<file path="src/ltpc_pkg.sv">
// Shared types and constants for the lower-triangle prime counter.
// No dependencies; every other file in src except ltpc_in_if imports this package.
package ltpc_pkg;

  // Result count width and its saturation ceiling
  localparam int unsigned COUNT_W   = 11;
  localparam logic [COUNT_W-1:0] COUNT_MAX = 11'd2047;

  // Smallest prime, also the first trial divisor
  localparam int unsigned FIRST_DIVISOR = 2;

  // Outcome of one primality test, pulsed for one cycle
  typedef struct packed {
    logic done;
    logic prime;
  } trial_res_t;

  // Top-level control states
  typedef enum logic [2:0] {
    S_IDLE = 3'b001,
    S_TEST = 3'b010,
    S_FIN  = 3'b100
  } top_state_t;

  // Trial-division sequencer states
  typedef enum logic [3:0] {
    T_IDLE   = 4'b0001,
    T_LAUNCH = 4'b0010,
    T_RUN    = 4'b0100,
    T_NEXT   = 4'b1000
  } trial_state_t;

endpackage

</file>
<file path="src/ltpc_in_if.sv">
// Input channel: one matrix element per item, valid/ready handshake.
// Depends on nothing beyond the VALUE_BITS parameter.
interface ltpc_in_if #(
  parameter int VALUE_BITS = 16
);
  logic                         valid;
  logic                         ready;
  logic [5:0]                   row_index;
  logic [5:0]                   col_index;
  logic signed [VALUE_BITS-1:0] element_value;
  logic                         last_element;

  modport source (
    output valid, row_index, col_index, element_value, last_element,
    input  ready
  );
  modport sink (
    input  valid, row_index, col_index, element_value, last_element,
    output ready
  );
endinterface

</file>
<file path="src/ltpc_out_if.sv">
// Result channel: one prime count per item, valid/ready handshake.
// Depends on ltpc_pkg for the count width.
interface ltpc_out_if;
  import ltpc_pkg::*;

  logic               valid;
  logic               ready;
  logic [COUNT_W-1:0] prime_count;

  modport source (
    output valid, prime_count,
    input  ready
  );
  modport sink (
    input  valid, prime_count,
    output ready
  );
endinterface

</file>
<file path="src/ltpc_rem.sv">
// Shared remainder unit: restoring division, one dividend bit per cycle.
// Depends on ltpc_pkg (imported for house consistency, no types used).
module ltpc_rem #(
  parameter int VALUE_BITS = 16
) (
  input  logic                  clk,
  input  logic                  rst_n,
  input  logic                  start,
  input  logic [VALUE_BITS-1:0] dividend,
  input  logic [VALUE_BITS-1:0] divisor,
  output logic                  done,
  output logic [VALUE_BITS-1:0] rem
);
  import ltpc_pkg::*;

  localparam int CNT_W = $clog2(VALUE_BITS);

  logic                  busy_r, busy_nxt;
  logic                  done_r, done_nxt;
  logic [CNT_W-1:0]      cnt_r, cnt_nxt;
  logic [VALUE_BITS-1:0] dvd_r, dvd_nxt;
  logic [VALUE_BITS-1:0] rem_r, rem_nxt;
  logic [VALUE_BITS:0]   trial_w;
  logic [VALUE_BITS:0]   diff_w;
  logic                  fits_w;

  // One restoring step: shift in next dividend bit, subtract if it fits
  assign trial_w = {rem_r, dvd_r[VALUE_BITS-1]};
  assign diff_w  = trial_w - {1'b0, divisor};
  assign fits_w  = trial_w >= {1'b0, divisor};

  always_comb begin
    busy_nxt = busy_r;
    done_nxt = 1'b0;
    cnt_nxt  = cnt_r;
    dvd_nxt  = dvd_r;
    rem_nxt  = rem_r;
    if (start) begin
      busy_nxt = 1'b1;
      cnt_nxt  = CNT_W'(VALUE_BITS - 1);
      dvd_nxt  = dividend;
      rem_nxt  = '0;
    end else if (busy_r) begin
      rem_nxt = fits_w ? diff_w[VALUE_BITS-1:0] : trial_w[VALUE_BITS-1:0];
      dvd_nxt = dvd_r << 1;
      cnt_nxt = cnt_r - CNT_W'(1);
      if (cnt_r == '0) begin
        busy_nxt = 1'b0;
        done_nxt = 1'b1;
      end
    end
  end

  // Control state
  always_ff @(posedge clk) begin
    if (!rst_n) begin
      busy_r <= 1'b0;
      done_r <= 1'b0;
    end else begin
      busy_r <= busy_nxt;
      done_r <= done_nxt;
    end
  end

  // Datapath, no reset
  always_ff @(posedge clk) begin
    cnt_r <= cnt_nxt;
    dvd_r <= dvd_nxt;
    rem_r <= rem_nxt;
  end

  assign done = done_r;
  assign rem  = rem_r;

  // A new division is only launched when the unit is free
  a_start_idle: assert property (@(posedge clk) disable iff (!rst_n)
    start |-> !busy_r)
    else $error("remainder unit restarted while busy");

  // Completion follows the final step of a running division
  a_done_after_busy: assert property (@(posedge clk) disable iff (!rst_n)
    done_r |-> $past(busy_r) && !busy_r)
    else $error("remainder done without a running division");

  // Remainder is always below the divisor once finished
  a_rem_range: assert property (@(posedge clk) disable iff (!rst_n)
    done_r |-> rem_r < divisor)
    else $error("remainder not below divisor");

endmodule

</file>
<file path="src/ltpc_trial.sv">
// Trial-division sequencer: steps divisors 2,3,5,7,.. while d*d <= value.
// Depends on ltpc_pkg and the shared remainder unit ltpc_rem.
module ltpc_trial #(
  parameter int VALUE_BITS = 16
) (
  input  logic                   clk,
  input  logic                   rst_n,
  input  logic                   start,
  input  logic [VALUE_BITS-1:0]  value,
  output ltpc_pkg::trial_res_t   res
);
  import ltpc_pkg::*;

  localparam int SQ_W = VALUE_BITS + 2;

  trial_state_t          state_r, state_nxt;
  trial_res_t            res_r, res_nxt;
  logic [VALUE_BITS-1:0] val_r, val_nxt;
  logic [VALUE_BITS-1:0] d_r, d_nxt;
  logic [SQ_W-1:0]       sq_r, sq_nxt;
  logic                  rem_start;
  logic                  rem_done;
  logic [VALUE_BITS-1:0] rem_val;
  logic [SQ_W-1:0]       sq_step;

  ltpc_rem #(
    .VALUE_BITS(VALUE_BITS)
  ) u_rem (
    .clk      (clk),
    .rst_n    (rst_n),
    .start    (rem_start),
    .dividend (val_r),
    .divisor  (d_r),
    .done     (rem_done),
    .rem      (rem_val)
  );

  // (d+2)^2 = d^2 + 4d + 4
  assign sq_step = sq_r + {d_r, 2'b00} + SQ_W'(4);

  always_comb begin
    state_nxt = state_r;
    res_nxt   = '0;
    val_nxt   = val_r;
    d_nxt     = d_r;
    sq_nxt    = sq_r;
    rem_start = 1'b0;
    case (state_r)
      T_IDLE: begin
        if (start) begin
          val_nxt = value;
          d_nxt   = VALUE_BITS'(FIRST_DIVISOR);
          sq_nxt  = SQ_W'(FIRST_DIVISOR * FIRST_DIVISOR);
          // negatives, 0 and 1 are not prime; 2 and 3 need no division
          if (value[VALUE_BITS-1] || value < VALUE_BITS'(FIRST_DIVISOR)) begin
            res_nxt = '{done: 1'b1, prime: 1'b0};
          end else if ({2'b00, value} < SQ_W'(FIRST_DIVISOR * FIRST_DIVISOR)) begin
            res_nxt = '{done: 1'b1, prime: 1'b1};
          end else begin
            state_nxt = T_LAUNCH;
          end
        end
      end
      T_LAUNCH: begin
        rem_start = 1'b1;
        state_nxt = T_RUN;
      end
      T_RUN: begin
        if (rem_done) begin
          if (rem_val == '0) begin
            res_nxt   = '{done: 1'b1, prime: 1'b0};
            state_nxt = T_IDLE;
          end else begin
            state_nxt = T_NEXT;
          end
        end
      end
      T_NEXT: begin
        // after 2 only odd divisors are tried
        if (d_r == VALUE_BITS'(FIRST_DIVISOR)) begin
          d_nxt  = VALUE_BITS'(FIRST_DIVISOR + 1);
          sq_nxt = SQ_W'((FIRST_DIVISOR + 1) * (FIRST_DIVISOR + 1));
        end else begin
          d_nxt  = d_r + VALUE_BITS'(2);
          sq_nxt = sq_step;
        end
        if (sq_nxt > {2'b00, val_r}) begin
          res_nxt   = '{done: 1'b1, prime: 1'b1};
          state_nxt = T_IDLE;
        end else begin
          state_nxt = T_LAUNCH;
        end
      end
      default: begin
        state_nxt = T_IDLE;
      end
    endcase
  end

  // Control state
  always_ff @(posedge clk) begin
    if (!rst_n) begin
      state_r <= T_IDLE;
      res_r   <= '0;
    end else begin
      state_r <= state_nxt;
      res_r   <= res_nxt;
    end
  end

  // Datapath, no reset
  always_ff @(posedge clk) begin
    val_r <= val_nxt;
    d_r   <= d_nxt;
    sq_r  <= sq_nxt;
  end

  assign res = res_r;

  // Remainder results only arrive while a division is awaited
  a_rem_in_run: assert property (@(posedge clk) disable iff (!rst_n)
    rem_done |-> state_r == T_RUN)
    else $error("remainder done outside run state");

  // Divisor squared tracks the divisor whenever a division is launched
  a_sq_consistent: assert property (@(posedge clk) disable iff (!rst_n)
    state_r == T_LAUNCH |-> sq_r == SQ_W'(d_r) * SQ_W'(d_r))
    else $error("divisor square out of step");

  // A finished test leaves the sequencer idle
  a_done_idle: assert property (@(posedge clk) disable iff (!rst_n)
    res_r.done |-> state_r == T_IDLE)
    else $error("result pulsed while sequencer busy");

endmodule

</file>
<file path="src/lower_triangle_prime_counter_unit.sv">
// Each element under test is trial-divided (2, then odd d while d*d <= value),
// stopping at the first divisor that divides the value; values below 4 need none.
// One item at a time, limited by the bit-serial remainder unit. Synchronous
// active-low reset clears the count, the sequencers and the result valid flag;
// the result count register itself has no reset.
module lower_triangle_prime_counter_unit #(
  parameter int MAX_DIM    = 64,
  parameter int VALUE_BITS = 16
) (
  input logic      clk,
  input logic      rst_n,
  ltpc_in_if.sink  in_if,
  ltpc_out_if.source out_if
);
  import ltpc_pkg::*;

  top_state_t         state_r, state_nxt;
  logic               last_r, last_nxt;
  logic               incr_r, incr_nxt;
  logic [COUNT_W-1:0] count_r, count_nxt;
  logic               out_valid_r, out_valid_nxt;
  logic [COUNT_W-1:0] out_count_r, out_count_nxt;
  logic               in_fire;
  logic               in_lower;
  logic               slot_free;
  logic [COUNT_W-1:0] count_sum;
  trial_res_t         tres;

  assign in_if.ready = (state_r == S_IDLE);
  assign in_fire     = in_if.valid && in_if.ready;

  // Strictly below the diagonal and inside the matrix
  assign in_lower = (int'(in_if.row_index) < MAX_DIM) &&
                    (int'(in_if.col_index) < MAX_DIM) &&
                    (in_if.row_index > in_if.col_index);

  ltpc_trial #(
    .VALUE_BITS(VALUE_BITS)
  ) u_trial (
    .clk   (clk),
    .rst_n (rst_n),
    .start (in_fire && in_lower),
    .value (in_if.element_value),
    .res   (tres)
  );

  // Saturating update of the running count
  assign count_sum = (count_r == COUNT_MAX) ? count_r : count_r + COUNT_W'(incr_r);
  assign slot_free = !out_valid_r || out_if.ready;

  always_comb begin
    state_nxt     = state_r;
    last_nxt      = last_r;
    incr_nxt      = incr_r;
    count_nxt     = count_r;
    out_valid_nxt = out_valid_r && !out_if.ready;
    out_count_nxt = out_count_r;
    case (state_r)
      S_IDLE: begin
        if (in_fire) begin
          last_nxt  = in_if.last_element;
          incr_nxt  = 1'b0;
          state_nxt = in_lower ? S_TEST : S_FIN;
        end
      end
      S_TEST: begin
        if (tres.done) begin
          incr_nxt  = tres.prime;
          state_nxt = S_FIN;
        end
      end
      S_FIN: begin
        if (!last_r) begin
          count_nxt = count_sum;
          state_nxt = S_IDLE;
        end else if (slot_free) begin
          out_count_nxt = count_sum;
          out_valid_nxt = 1'b1;
          count_nxt     = '0;
          state_nxt     = S_IDLE;
        end
      end
      default: begin
        state_nxt = S_IDLE;
      end
    endcase
  end

  // Control state
  always_ff @(posedge clk) begin
    if (!rst_n) begin
      state_r     <= S_IDLE;
      count_r     <= '0;
      out_valid_r <= 1'b0;
      last_r      <= 1'b0;
      incr_r      <= 1'b0;
    end else begin
      state_r     <= state_nxt;
      count_r     <= count_nxt;
      out_valid_r <= out_valid_nxt;
      last_r      <= last_nxt;
      incr_r      <= incr_nxt;
    end
  end

  // Result register, no reset
  always_ff @(posedge clk) begin
    out_count_r <= out_count_nxt;
  end

  assign out_if.valid       = out_valid_r;
  assign out_if.prime_count = out_count_r;

  // Test results only land while a test is pending
  a_trial_in_test: assert property (@(posedge clk) disable iff (!rst_n)
    tres.done |-> state_r == S_TEST)
    else $error("primality result outside test state");

  // A new result only comes out of the finish step of a last item
  a_emit_from_fin: assert property (@(posedge clk) disable iff (!rst_n)
    $rose(out_valid_r) |-> $past(state_r == S_FIN) && $past(last_r))
    else $error("result raised without a last item");

  // Emitting a result clears the running count
  a_clear_on_emit: assert property (@(posedge clk) disable iff (!rst_n)
    (state_r == S_FIN && last_r && slot_free) |=> count_r == '0)
    else $error("running count not cleared after result");

  // The count changes only at the finish step
  a_count_hold: assert property (@(posedge clk) disable iff (!rst_n)
    state_r != S_FIN |=> $stable(count_r))
    else $error("running count changed outside finish step");

endmodule

</file>
<file path="src/flat_wrapper.sv">
// flat-port wrapper written by rule: the top's interface ports become plain ports
module lower_triangle_prime_counter_unit_flat import ltpc_pkg::*;
#(
  parameter int MAX_DIM    = 64,
  parameter int VALUE_BITS = 16
)
  (clk, rst_n, in_if_valid, in_if_row_index, in_if_col_index, in_if_element_value, in_if_last_element, in_if_ready, out_if_valid, out_if_prime_count, out_if_ready);
  ltpc_in_if #(.VALUE_BITS(VALUE_BITS)) in_if_i ();
  ltpc_out_if out_if_i ();
  input logic clk;
  input logic rst_n;
  input wire logic [$bits(in_if_i.valid)-1:0] in_if_valid;
  input wire logic [$bits(in_if_i.row_index)-1:0] in_if_row_index;
  input wire logic [$bits(in_if_i.col_index)-1:0] in_if_col_index;
  input wire logic [$bits(in_if_i.element_value)-1:0] in_if_element_value;
  input wire logic [$bits(in_if_i.last_element)-1:0] in_if_last_element;
  output wire logic [$bits(in_if_i.ready)-1:0] in_if_ready;
  output wire logic [$bits(out_if_i.valid)-1:0] out_if_valid;
  output wire logic [$bits(out_if_i.prime_count)-1:0] out_if_prime_count;
  input wire logic [$bits(out_if_i.ready)-1:0] out_if_ready;
  assign in_if_i.valid = in_if_valid;
  assign in_if_i.row_index = in_if_row_index;
  assign in_if_i.col_index = in_if_col_index;
  assign in_if_i.element_value = in_if_element_value;
  assign in_if_i.last_element = in_if_last_element;
  assign in_if_ready = in_if_i.ready;
  assign out_if_valid = out_if_i.valid;
  assign out_if_prime_count = out_if_i.prime_count;
  assign out_if_i.ready = out_if_ready;
  lower_triangle_prime_counter_unit #(.MAX_DIM(MAX_DIM), .VALUE_BITS(VALUE_BITS)) u_core (.clk(clk), .rst_n(rst_n), .in_if(in_if_i), .out_if(out_if_i));
endmodule
</file>
<file path="config.mk">
export PLATFORM = sky130hd
export DESIGN_NAME = lower_triangle_prime_counter_unit_flat
export DESIGN_NICKNAME = d
export VERILOG_FILES = /design/src/ltpc_pkg.sv /design/src/ltpc_in_if.sv /design/src/ltpc_out_if.sv /design/src/ltpc_rem.sv /design/src/ltpc_trial.sv /design/src/lower_triangle_prime_counter_unit.sv /design/src/flat_wrapper.sv
export SDC_FILE = /design/constraint.sdc
export NUM_CORES = 1
export LEC_CHECK = 0
export ABC_AREA = 1
export ABC_CLOCK_PERIOD_IN_PS = 5400
export BUFFER_PORTS_ARGS = -buffer_cell sky130_fd_sc_hd__buf_2
export CORE_ASPECT_RATIO = 0.7
export CORE_MARGIN = 3
export CORE_UTILIZATION = 54
export CTS_CLUSTER_SIZE = 24
export DETAILED_ROUTE_END_ITERATION = 10
export PLACE_DENSITY = 0.72
export SLEW_MARGIN = 20
export SYNTH_ARGS = -nofsm -noshare
export SYNTH_HDL_FRONTEND = slang
export SYNTH_SLANG_ARGS = --single-unit
</file>
<file path="constraint.sdc">
create_clock -name clk -period 5.4 [get_ports clk]
set_input_delay 0.27 -clock clk [delete_from_list [all_inputs] [get_ports clk]]
set_output_delay 0.27 -clock clk [all_outputs]
set_load 0.1 [all_outputs]
</file>
; ---- After elaboration in Yosys (flattened, before gate mapping)
; Index checks and enable logic that the tools add are counted.
[classes]
mux = 44
reduce_logical = 21
bitwise_logic = 2
n_lt_le_gt_ge = 5
n_addsub = 6
eq_ne = 17
[op_table]
columns = cell, count
row1 = $mux W16, 5
row2 = $mux W18, 3
row3 = $pmux W18 S2, 1
row4 = $mux W11, 3
row5 = $pmux W16 S2, 1
row6 = $mux W4, 5
row7 = $add A18 B18 Y18, 1
row8 = $add A18 B3 Y18 const B, 1
row9 = $gt A18 B16 Y1, 1
row10 = $ge A17 B16 Y1, 1
row11 = $add A16 B2 Y16 const B, 1
row12 = $eq A16 B2 Y1 const B, 1
row13 = $logic_not A16 Y1, 1
row14 = $lt A16 B2 Y1 const B, 1
row15 = $lt A16 B3 Y1 const B, 1
row16 = $pmux W4 S4, 1
row17 = $sub A16 B16 Y16, 1
row18 = $mux W3, 5
row19 = $mux W2, 7
row20 = $ne A2 B2 Y1 const B, 6
row21 = $add A11 B1 Y11, 1
row22 = $eq A11 B11 Y1 const B, 1
row23 = $mux W1, 10
row24 = $pmux W3 S3, 1
row25 = 23 further kinds, 35
[totals]
wordCells = 112
ff_bits = 122
out_inout_bits = 13
inputBits = 33

; ---- Depth between registers and ports, before layout
; Gate-level depths: netlist of run 1.
[logic_depth]
ltp_word = 7
depth_mapped = 26
depth_no_buf = 26

; ---- Cells and area by module
; A second synthesis of run 1 with hierarchy kept.
[unflattened]
cells_unflattened = 1098
hier_area_um2 = 8355.5
[by_module_without_submodules]
columns = module, seq_area_each_um2, cells_each, n_inst, area_per_inst_um2
row1 = ltpc_trial, 1621.6, 474, 1, 3896.2
row2 = ltpc_rem, 920.9, 416, 1, 2805.2
row3 = lower_triangle_prime_counter_unit, 670.6, 208, 1, 1654.1

; ---- Worst setup path before layout of run 1
; No wires, ideal clock.
[synth_path]
kind = register -> register
startpoint = reg u_core.state_r[1]
endpoint = reg u_core.u_trial.d_r[0] (enable)
required_ns = 4.928
arrival_ns = 4.537
setup_time_ns = 0.472
slack_ns = 0.391
period_less_slack_ns = 5.009
path_stages_with_launch = 6
n_path_buf = 0
path_cell_list = dfxtp_1 -> nor3_2 -> nand2_1 -> inv_1 -> nand3_1 -> o21ai_0
[synth_between]
elab_chain_cells = 5
[synth_lines]
columns = item, line
row1 = from (decl), lower_triangle_prime_counter_unit.sv:17  ; top_state_t state_r, state_nxt;
row2 = from (signal assigned), lower_triangle_prime_counter_unit.sv:98  ; state_r <= state_nxt;
row3 = $eq A3 B1 Y1, lower_triangle_prime_counter_unit.sv:29  ; assign in_if.ready = (state_r == S_IDLE);
row4 = net in_if_ready, flat_wrapper.sv:17  ; output wire logic [$bits(in_if_i.ready)-1:0] in_if_ready;
row5 = $logic_and A1 B1 Y1, lower_triangle_prime_counter_unit.sv:30  ; assign in_fire = in_if.valid && in_if.ready;
row6 = $logic_and A1 B1 Y1, lower_triangle_prime_counter_unit.sv:42  ; .start (in_fire && in_lower),
row7 = $ne A2 B2 Y1 (no source line), --
row8 = $reduce_and A2 Y1 (no source line), --
row9 = to (signal assigned), ltpc_trial.sv:114  ; d_r <= d_nxt;
row10 = to (decl), ltpc_trial.sv:19  ; logic [VALUE_BITS-1:0] d_r, d_nxt;
; The timed path passes the listed nets, and every way through them passes these cells.
; A chain may end at the register's enable or synchronous reset.

; ---- Worst setup path in the final report of run 1
[layout_path]
startpoint = reg u_core.u_trial.d_r[1]
endpoint = reg u_core.u_trial.state_r[0]
[layout_between]
elab_chain_cells = 7
word_cells_on_any_way = 8
cone_classes = add/sub: 2 / order compare: 1 / eq/ne: 1 / mux: 4
[layout_lines]
columns = item, line
row1 = $add A18 B18 Y18, ltpc_trial.sv:39  ; assign sq_step = sq_r + {d_r, 2'b00} + SQ_W'(4);
row2 = $add A18 B3 Y18, ltpc_trial.sv:39
row3 = $mux W18 (*), ltpc_trial.sv:80  ; if (d_r == VALUE_BITS'(FIRST_DIVISOR)) begin
row4 = $mux W18 (*), ltpc_trial.sv:48  ; case (state_r)
row5 = $gt A18 B16 Y1 (*), ltpc_trial.sv:87  ; if (sq_nxt > {2'b00, val_r}) begin
row6 = $mux W2 (*), ltpc_trial.sv:87
row7 = $pmux W4 S4 (*), ltpc_trial.sv:48
row8 = to (signal assigned), ltpc_trial.sv:106  ; state_r <= state_nxt;
row9 = to (decl), ltpc_trial.sv:16  ; trial_state_t state_r, state_nxt;
; Mark *: on every way between the ends. The rest lies on a longest branch, timed or not. The select of a mux whose other input is x is not followed.

==> results of run 1 <==
[final cells by class]
class / instances / area (sq um)
Fill cell: 1196 / 4890
Multi-Input combinational cell: 686 / 3850
Sequential cell: 122 / 3210
Inverter: 151 / 567
Clock buffer: 17 / 425
Timing Repair Buffer: 49 / 255
Tap cell: 185 / 231
Clock inverter: 15 / 138
[metal layers]
metal | wire length (microns) | track usage, % | vias up
met5 | 0 | 0 | -
met4 | 92 | 4.38 | 0
met3 | 1330 | 4.90 | 8
met2 | 6730 | 30.1 | 220
met1 | 9040 | 36.8 | 2930
li1 | - | - | 3332
[kinds of logic (layout without fill, tap and decap cells)]
logic type | count (synthesis) | count (layout)
buffers and inverters | 166 | 232
XOR/XNOR | 23 | 23
AO/OA/AOI/OAI | 123 | 123
flip-flops | 122 | 122
AND/OR/NAND/NOR | 467 | 467
adder cells (fa/ha/maj) | 73 | 73
[stage by stage]
step / hold WS, ps / cell area [sq um]
after floorplan: 369 / 7730
after global placement: 447 / 8120
after detailed placement: 451 / 8120
after CTS: 22.8 / 8680
after global routing: 19.9 / 8680
final: 35.0 / 8680
[state kept, by name, summed over array words and instances (netlist names), 2 cells and up]
register / flops
u_core.out_if.prime_count: 11
u_core.u_trial.u_rem.rem: 16
u_core.count_r: 11
u_core.u_trial.u_rem.dvd_r: 16
u_core.u_trial.u_rem.cnt_r: 4
u_core.state_r: 3
u_core.u_trial.d_r: 16
u_core.u_trial.res: 2
u_core.u_trial.sq_r: 18
u_core.u_trial.state_r: 4
u_core.u_trial.val_r: 16
[placed cells by master, fill, tap and decap left out, drive strengths merged]
master,count
clkinvlp,2
o211ai,1
a21o,1
clkinv,7
o21a,3
or2,10
a211oi,1
edfxtp,77
o21ai,42
a31oi,3
inv,156
o311ai,1
nor3b,3
clkbuf,17
nand2,235
a21oi,63
xor2,11
a22oi,2
fa,2
ha,71
nand3b,3
dfxtp,45
nand3,61
buf,49
nor3,26
o21bai,4
nand4,18
xnor2,12
and3,1
nor2,100
a31o,2
nor4,10
bufinv,1
[critical path: stages, from the launching register on]
cell and delay [ps]:
edfxtp_1 510, ha_1 340, ha_1 230, fa_1 420, nand2_1 90, nand3_1 130, a21oi_1 250, o21ai_0 180
xnor2_1 180, a31oi_1 200, ha_1 270, a21oi_1 130, o21a_1 130, nand2_1 50, nand2_1 50, nand2_1 40
nand2_1 50, nand2_1 90, nand2_1 140, nand2_1 60, nand2_1 50, nand2_1 40
[report_power, final]
group          internal [mW]  switching, mW  leakage, nW  total, mW
combinational          0.441          0.834         2.76       1.28
sequential              1.13         0.0841         1.07       1.22
clock                  0.640          0.449        0.273       1.09
[path summary, 6_finish.rpt]
check / start / to / slack, ps / cells after the start
max: u_core.u_trial.d_r[1]$_SDFFCE_PP1P_ / u_core.u_trial.state_r[0]$_SDFFE_PN1P_ / 1650 / 21
min: in_if_element_value[0] / u_core.u_trial.val_r[0]$_DFFE_PP_ / 30 / 1
max reg2reg: u_core.u_trial.d_r[1]$_SDFFCE_PP1P_ / u_core.u_trial.state_r[0]$_SDFFE_PN1P_ / 1650 / 21
min reg2reg: u_core.incr_r$_SDFFE_PN0P_ / u_core.incr_r$_SDFFE_PN0P_ / 480 / 2
==> flow_summary.yaml, run 1 <==
place:
  numPortBuffers: 45
  finalWeightedCongestion: 0.982
  place_ws_ps: 1650
  dp_hpwl_mm: 13.0
  dp.cells: 1193
critical_path:
  cp_data_arrival_time_ps: 4060
  cp-start-kind: "flip-flop"
  critical_path_class: "reg2reg"
  endpoint_kind: "flip-flop"
  crit_fanout: 7
  cp.required_ps: 5710
timing:
  fin_crit_ps: 3750
  finalSetupViolCount: 0
  slew_headroom_pct: 38.3
  hold_viol_final: 0
  tightest_slew_ps: 922
  timing.fmax_mhz: 266
  finalClockSkew_ps: 11.4
  post-route-period-util_pct: 69.5
  setup_slack_ps: 1650
  rsz0062_at_grt: "false"
  slew_viol_final: 0
  tns_ps: 0
cells_and_area:
  nets: 1133
  layout-drive-gt1-share_pct: 11.0
  area_growth_pct: 12.3
  antennaDiodeCount: 0
  stdcell_count: 1225
  fin_util_pct: 64.0
synth:
  ys_types: 45
  ys_seq_area_share_pct: 41.6
  synthCells: 974
  yosys.area_share.simple_pct: 26.4
  avgSynthCellArea_sq_um: 7.94
  synth_compound_area_share_pct: 8.74
  synth_top_family_by_area: "simple AND/OR/NAND/NOR gates"
  synth_top_area_share_pct: 29.9
  synthAdderAreaFrac_pct: 12.0
  synth-seq-cells: 122
  synthTopCellsByArea: "edfxtp_1, dfxtp_1, ha_1, nand2_1, inv_1"
  syn_area_sq_um: 7730
  syn_nets: 1080
  yosys_warnings: 0
  synth_most_common_cell: "nand2_1"
  synthXorXnorAreaFrac_pct: 2.61
  synth-edff-count: 77
  async_flop_share_pct: 0
  synth.area.mux_share_pct: 0
  synthTopCellsByCount: "nand2_1, inv_1, nor2_1, edfxtp_1, ha_1"
  synth-main-ff-cell: "edfxtp_1"
  yosys.area.top_type: "edfxtp_1"
clocking:
  htreeDepth: 4
  holdBufCountCts: 0
  cts_resized: 0
  clk_latency_ps: 420
  clk_path_buf_depth: 2
  cts.sinks: 122
  postCtsSetupRepairBufs: 0
  numCtsBuffers: 17
  cts_tree: "yes"
  path_clk_slew_ps: 60
  cts_root_buf: "clkbuf_16"
min_path:
  worstHoldPathType: "in2reg"
status:
  status: "complete, no violations"
grt:
  grt.overflow.total: 0
  track_usage_pct: 22.5
  grt_pass1_wl_mm: 28.7
  grt_max_degree: 36
  antenna_found_initial: 0
  grt_pass1_vias: 5775
drt:
  drt_pass1_iterations: 6
  routed_wl_mm: 17.2
  viasPerCell: 5.30
  drt_iter0_markers: 622
  routedWlPerCell_microns: 14.0
  detail-route-antenna-nets: 0
  vias: 6490
  route.detailed.drc: 0
floorplanning:
  fp.dieH_microns: 106
  die_w_microns: 149
  dieArea_sq_um: 15800
  ios: 46
  placementRows: 35
  initial_core_util_pct: 56.9
  core-area_sq_um: 13600
power:
  vdd_drop_max_uv: 222
  power.density_nw_per_um2: 413
  power.total_mw: 3.58
  p_leak_nw: 4.11
flow_run:
  cap_violations: 0
(Power assumes the default switching activity.)
==> run 2: changes to the inputs <==
--- a/config.mk
+++ b/config.mk
@@ -5,8 +5,8 @@
 export SDC_FILE = /design/constraint.sdc
 export NUM_CORES = 1
 export LEC_CHECK = 0
-export ABC_AREA = 1
-export ABC_CLOCK_PERIOD_IN_PS = 5400
+export ABC_AREA = 0
+export ABC_CLOCK_PERIOD_IN_PS = 3500
 export BUFFER_PORTS_ARGS = -buffer_cell sky130_fd_sc_hd__buf_2
 export CORE_ASPECT_RATIO = 0.7
 export CORE_MARGIN = 3
==> constraint.sdc (replaced) <==
create_clock -name clk -period 3.5 [get_ports clk]
set_input_delay 0.175 -clock clk [delete_from_list [all_inputs] [get_ports clk]]
set_output_delay 0.175 -clock clk [all_outputs]
set_load 0.1 [all_outputs]
==> flow_summary.yaml, run 2 <==
status:
  status: "finished, violations left"
  violations: "negative setup slack"
timing:
  tns_ps: -1040
  slew_headroom_pct: 39.6
  slew_viol_final: 0
  setup_slack_ps: -289
  rsz0062_at_grt: "true"
  tightest_slew_ps: 903
  fin_crit_ps: 3790
  post-route-period-util_pct: 108
  timing.fmax_mhz: 264
  hold_viol_final: 0
  finalClockSkew_ps: 11.4
  hold_slack_ps: 17.3
  finalSetupViolCount: 4
power:
  p_leak_nw: 3.87
  vdd_drop_max_uv: 317
  power.density_nw_per_um2: 616
synth:
  syn_nets: 892
  yosys_warnings: 0
  yosys.area.top_type: "edfxtp_1"
  synth-edff-count: 77
  async_flop_share_pct: 0
  ys_types: 59
  synth_most_common_cell: "edfxtp_1"
  synthCells: 786
  synth-seq-cells: 122
  synthTopCellsByArea: "edfxtp_1, dfxtp_1, ha_1, xnor2_1, a21oi_1"
  avgSynthCellArea_sq_um: 9.55
  synth_top_area_share_pct: 30.8
  ys_seq_area_share_pct: 42.8
  synthTopCellsByCount: "edfxtp_1, ha_1, nor2_1, nand2_1, inv_1"
  synth-main-ff-cell: "edfxtp_1"
  syn_area_sq_um: 7510
critical_path:
  reg2reg_slack_ps: -290
  crit_fanout: 3
  endpoint_kind: "flip-flop"
  cp-start-kind: "flip-flop"
  rr_startpoint: "u_core.u_trial.sq_r[3]$_SDFFCE_PN0P_"
  ff2ff_path_depth: 18
  cp.required_ps: 3790
  reg2reg_to: "u_core.u_trial.state_r[0]$_SDFFE_PN1P_"
  crit_start: "u_core.u_trial.sq_r[3]$_SDFFCE_PN0P_"
  critPathCapture: "u_core.u_trial.state_r[0]$_SDFFE_PN1P_"
  critical_path_class: "reg2reg"
  cp_data_arrival_time_ps: 4080
clocking:
  cts_tree: "yes"
  htreeDepth: 4
  path_clk_slew_ps: 60
  clk_latency_ps: 420
  numCtsBuffers: 17
  clk_path_buf_depth: 2
  cts_root_buf: "clkbuf_16"
  cts.sinks: 122
drt:
  drt_iter0_markers: 418
  detail-route-antenna-nets: 0
  routedWlPerCell_microns: 17.0
  drt_pass1_iterations: 8
  route.detailed.drc: 0
  viasPerCell: 5.73
  vias: 6158
  routed_wl_mm: 18.2
cells_and_area:
  layout-drive-gt1-share_pct: 16.8
  nets: 982
  finalInstanceArea_sq_um: 9000
  final_common_cell: "edfxtp_1"
  fin_util_pct: 67.4
  top_register: "u_core.u_trial.sq_r"
  multi_input_area_sq_um: 4130
  area_growth_pct: 19.9
  mostFrequentLayoutCells: "edfxtp_1, ha_1, nor2_1"
  ff_latch_area_sq_um: 3210
  n_fill_cell: 1020
  largest_register_ffs: 18
  antennaDiodeCount: 0
place:
  place_ws_ps: -193
  dp_hpwl_mm: 13.0
  finalWeightedCongestion: 0.911
  numPortBuffers: 45
  dpl-instance-area_sq_um: 8190
grt:
  use_met1_pct: 34.4
  grt_busiest_layer: "met2"
  track_usage_pct: 24.4
  use_met3_pct: 6.16
  grt_max_degree: 46
  grt_pass1_wl_mm: 30.5
  use_met2_pct: 38.1
  grt_pass1_vias: 6082
  grt.overflow.total: 0
  antenna_found_initial: 0
floorplanning:
  placementRows: 35
  die_w_microns: 147
  core-area_sq_um: 13400
  ios: 46
  fp.dieH_microns: 105
  initial_core_util_pct: 56.2
  dieArea_sq_um: 15400
min_path:
  hold_depth: 3
  worstHoldPathType: "in2reg"
flow_run:
  cap_violations: 0
## run 2: changes by cell type after synthesis, sizes merged, moves of 22 or more
cell | before | now
nand3 | 61 | 21
inv | 150 | 56
nor2 | 100 | 59
nand2 | 235 | 56
xnor2 | 12 | 34
and3 | 1 | 23
nor2b | 0 | 26
## run 2: cell type report
type,instances,share of cell area (%)
tap,185,2.57
sequential,122,35.7
multi-input combinational,583,45.9
timing repair buffer,96,7.31
inverter,56,2.34
clock buffer,20,5.20
clock inverter,12,1.00
## run 2: how the worst min path moves through the flow
stage,endpoint,slack [ps],start
finish,u_core.last_r$_SDFFE_PN0P_,20,in_if_last_element
global route,u_core.u_trial.val_r[15]$_DFFE_PP_,20,in_if_element_value[15]
CTS,u_core.last_r$_SDFFE_PN0P_,10,in_if_last_element
detailed placement,u_core.u_trial.val_r[0]$_DFFE_PP_,360,in_if_element_value[0]
global placement,u_core.u_trial.val_r[0]$_DFFE_PP_,360,in_if_element_value[0]
floorplan,u_core.u_trial.val_r[0]$_DFFE_PP_,270,in_if_element_value[0]
## run 2: through the flow
stage	cells	power, mW
floorplan	786	3.34
global placement	1024	3.73
detailed placement	1024	3.80
CTS	1072	5.50
global route	1074	5.87
finish	1074	5.54
## run 2: where the power goes
group          switching, mW  internal [mW]  leakage [nW]
clock                  0.692          0.973         0.280
sequential             0.170           1.73          1.10
combinational           1.10          0.876          2.49
total                   1.96           3.58          3.87
## run 2: cell families (layout without fill, tap and decap cells)
logic type	Yosys count	count (layout)	share of synthesized area, %
xor gates and xnor gates	50	50	5.83
muxes	8	8	1.10
AOI/OAI and AO/OA	175	175	14.7
adders and majority gates	73	73	12.4
DFF	122	122	42.8
buffers and inverters	81	184	4.08
and+or+nand+nor	277	277	19.2
## run 2: critical path, cell delays in order, from the launching register on
cell      delay (ps)
edfxtp_1         410
ha_4             270
ha_4             160
fa_2             390
a21oi_4          170
buf_4            130
nor2b_1           40
nor2_1           130
xor2_1           220
nor2_1            80
ha_1             330
a21o_1           190
a21oi_1          140
nor2b_1           70
a211oi_2         270
o41ai_2          140
a32o_2           280
a21oi_2          150
a31oi_1           90
## run 2: repair_timing
action,in CTS,in global routing
endpoints found under the hold margin,15,0
setup endpoints to repair,4,4
pin swaps,4,5
resized for setup,3,11
setup buffers,1,2
hold buffers,15,0
## run 2: per-layer routing
layer	part of all wire [%]	vias up
li1	-	3028
met1	48	2940
met2	46	171
met3	5.0	19
met4	1.1	0
met5	0	-
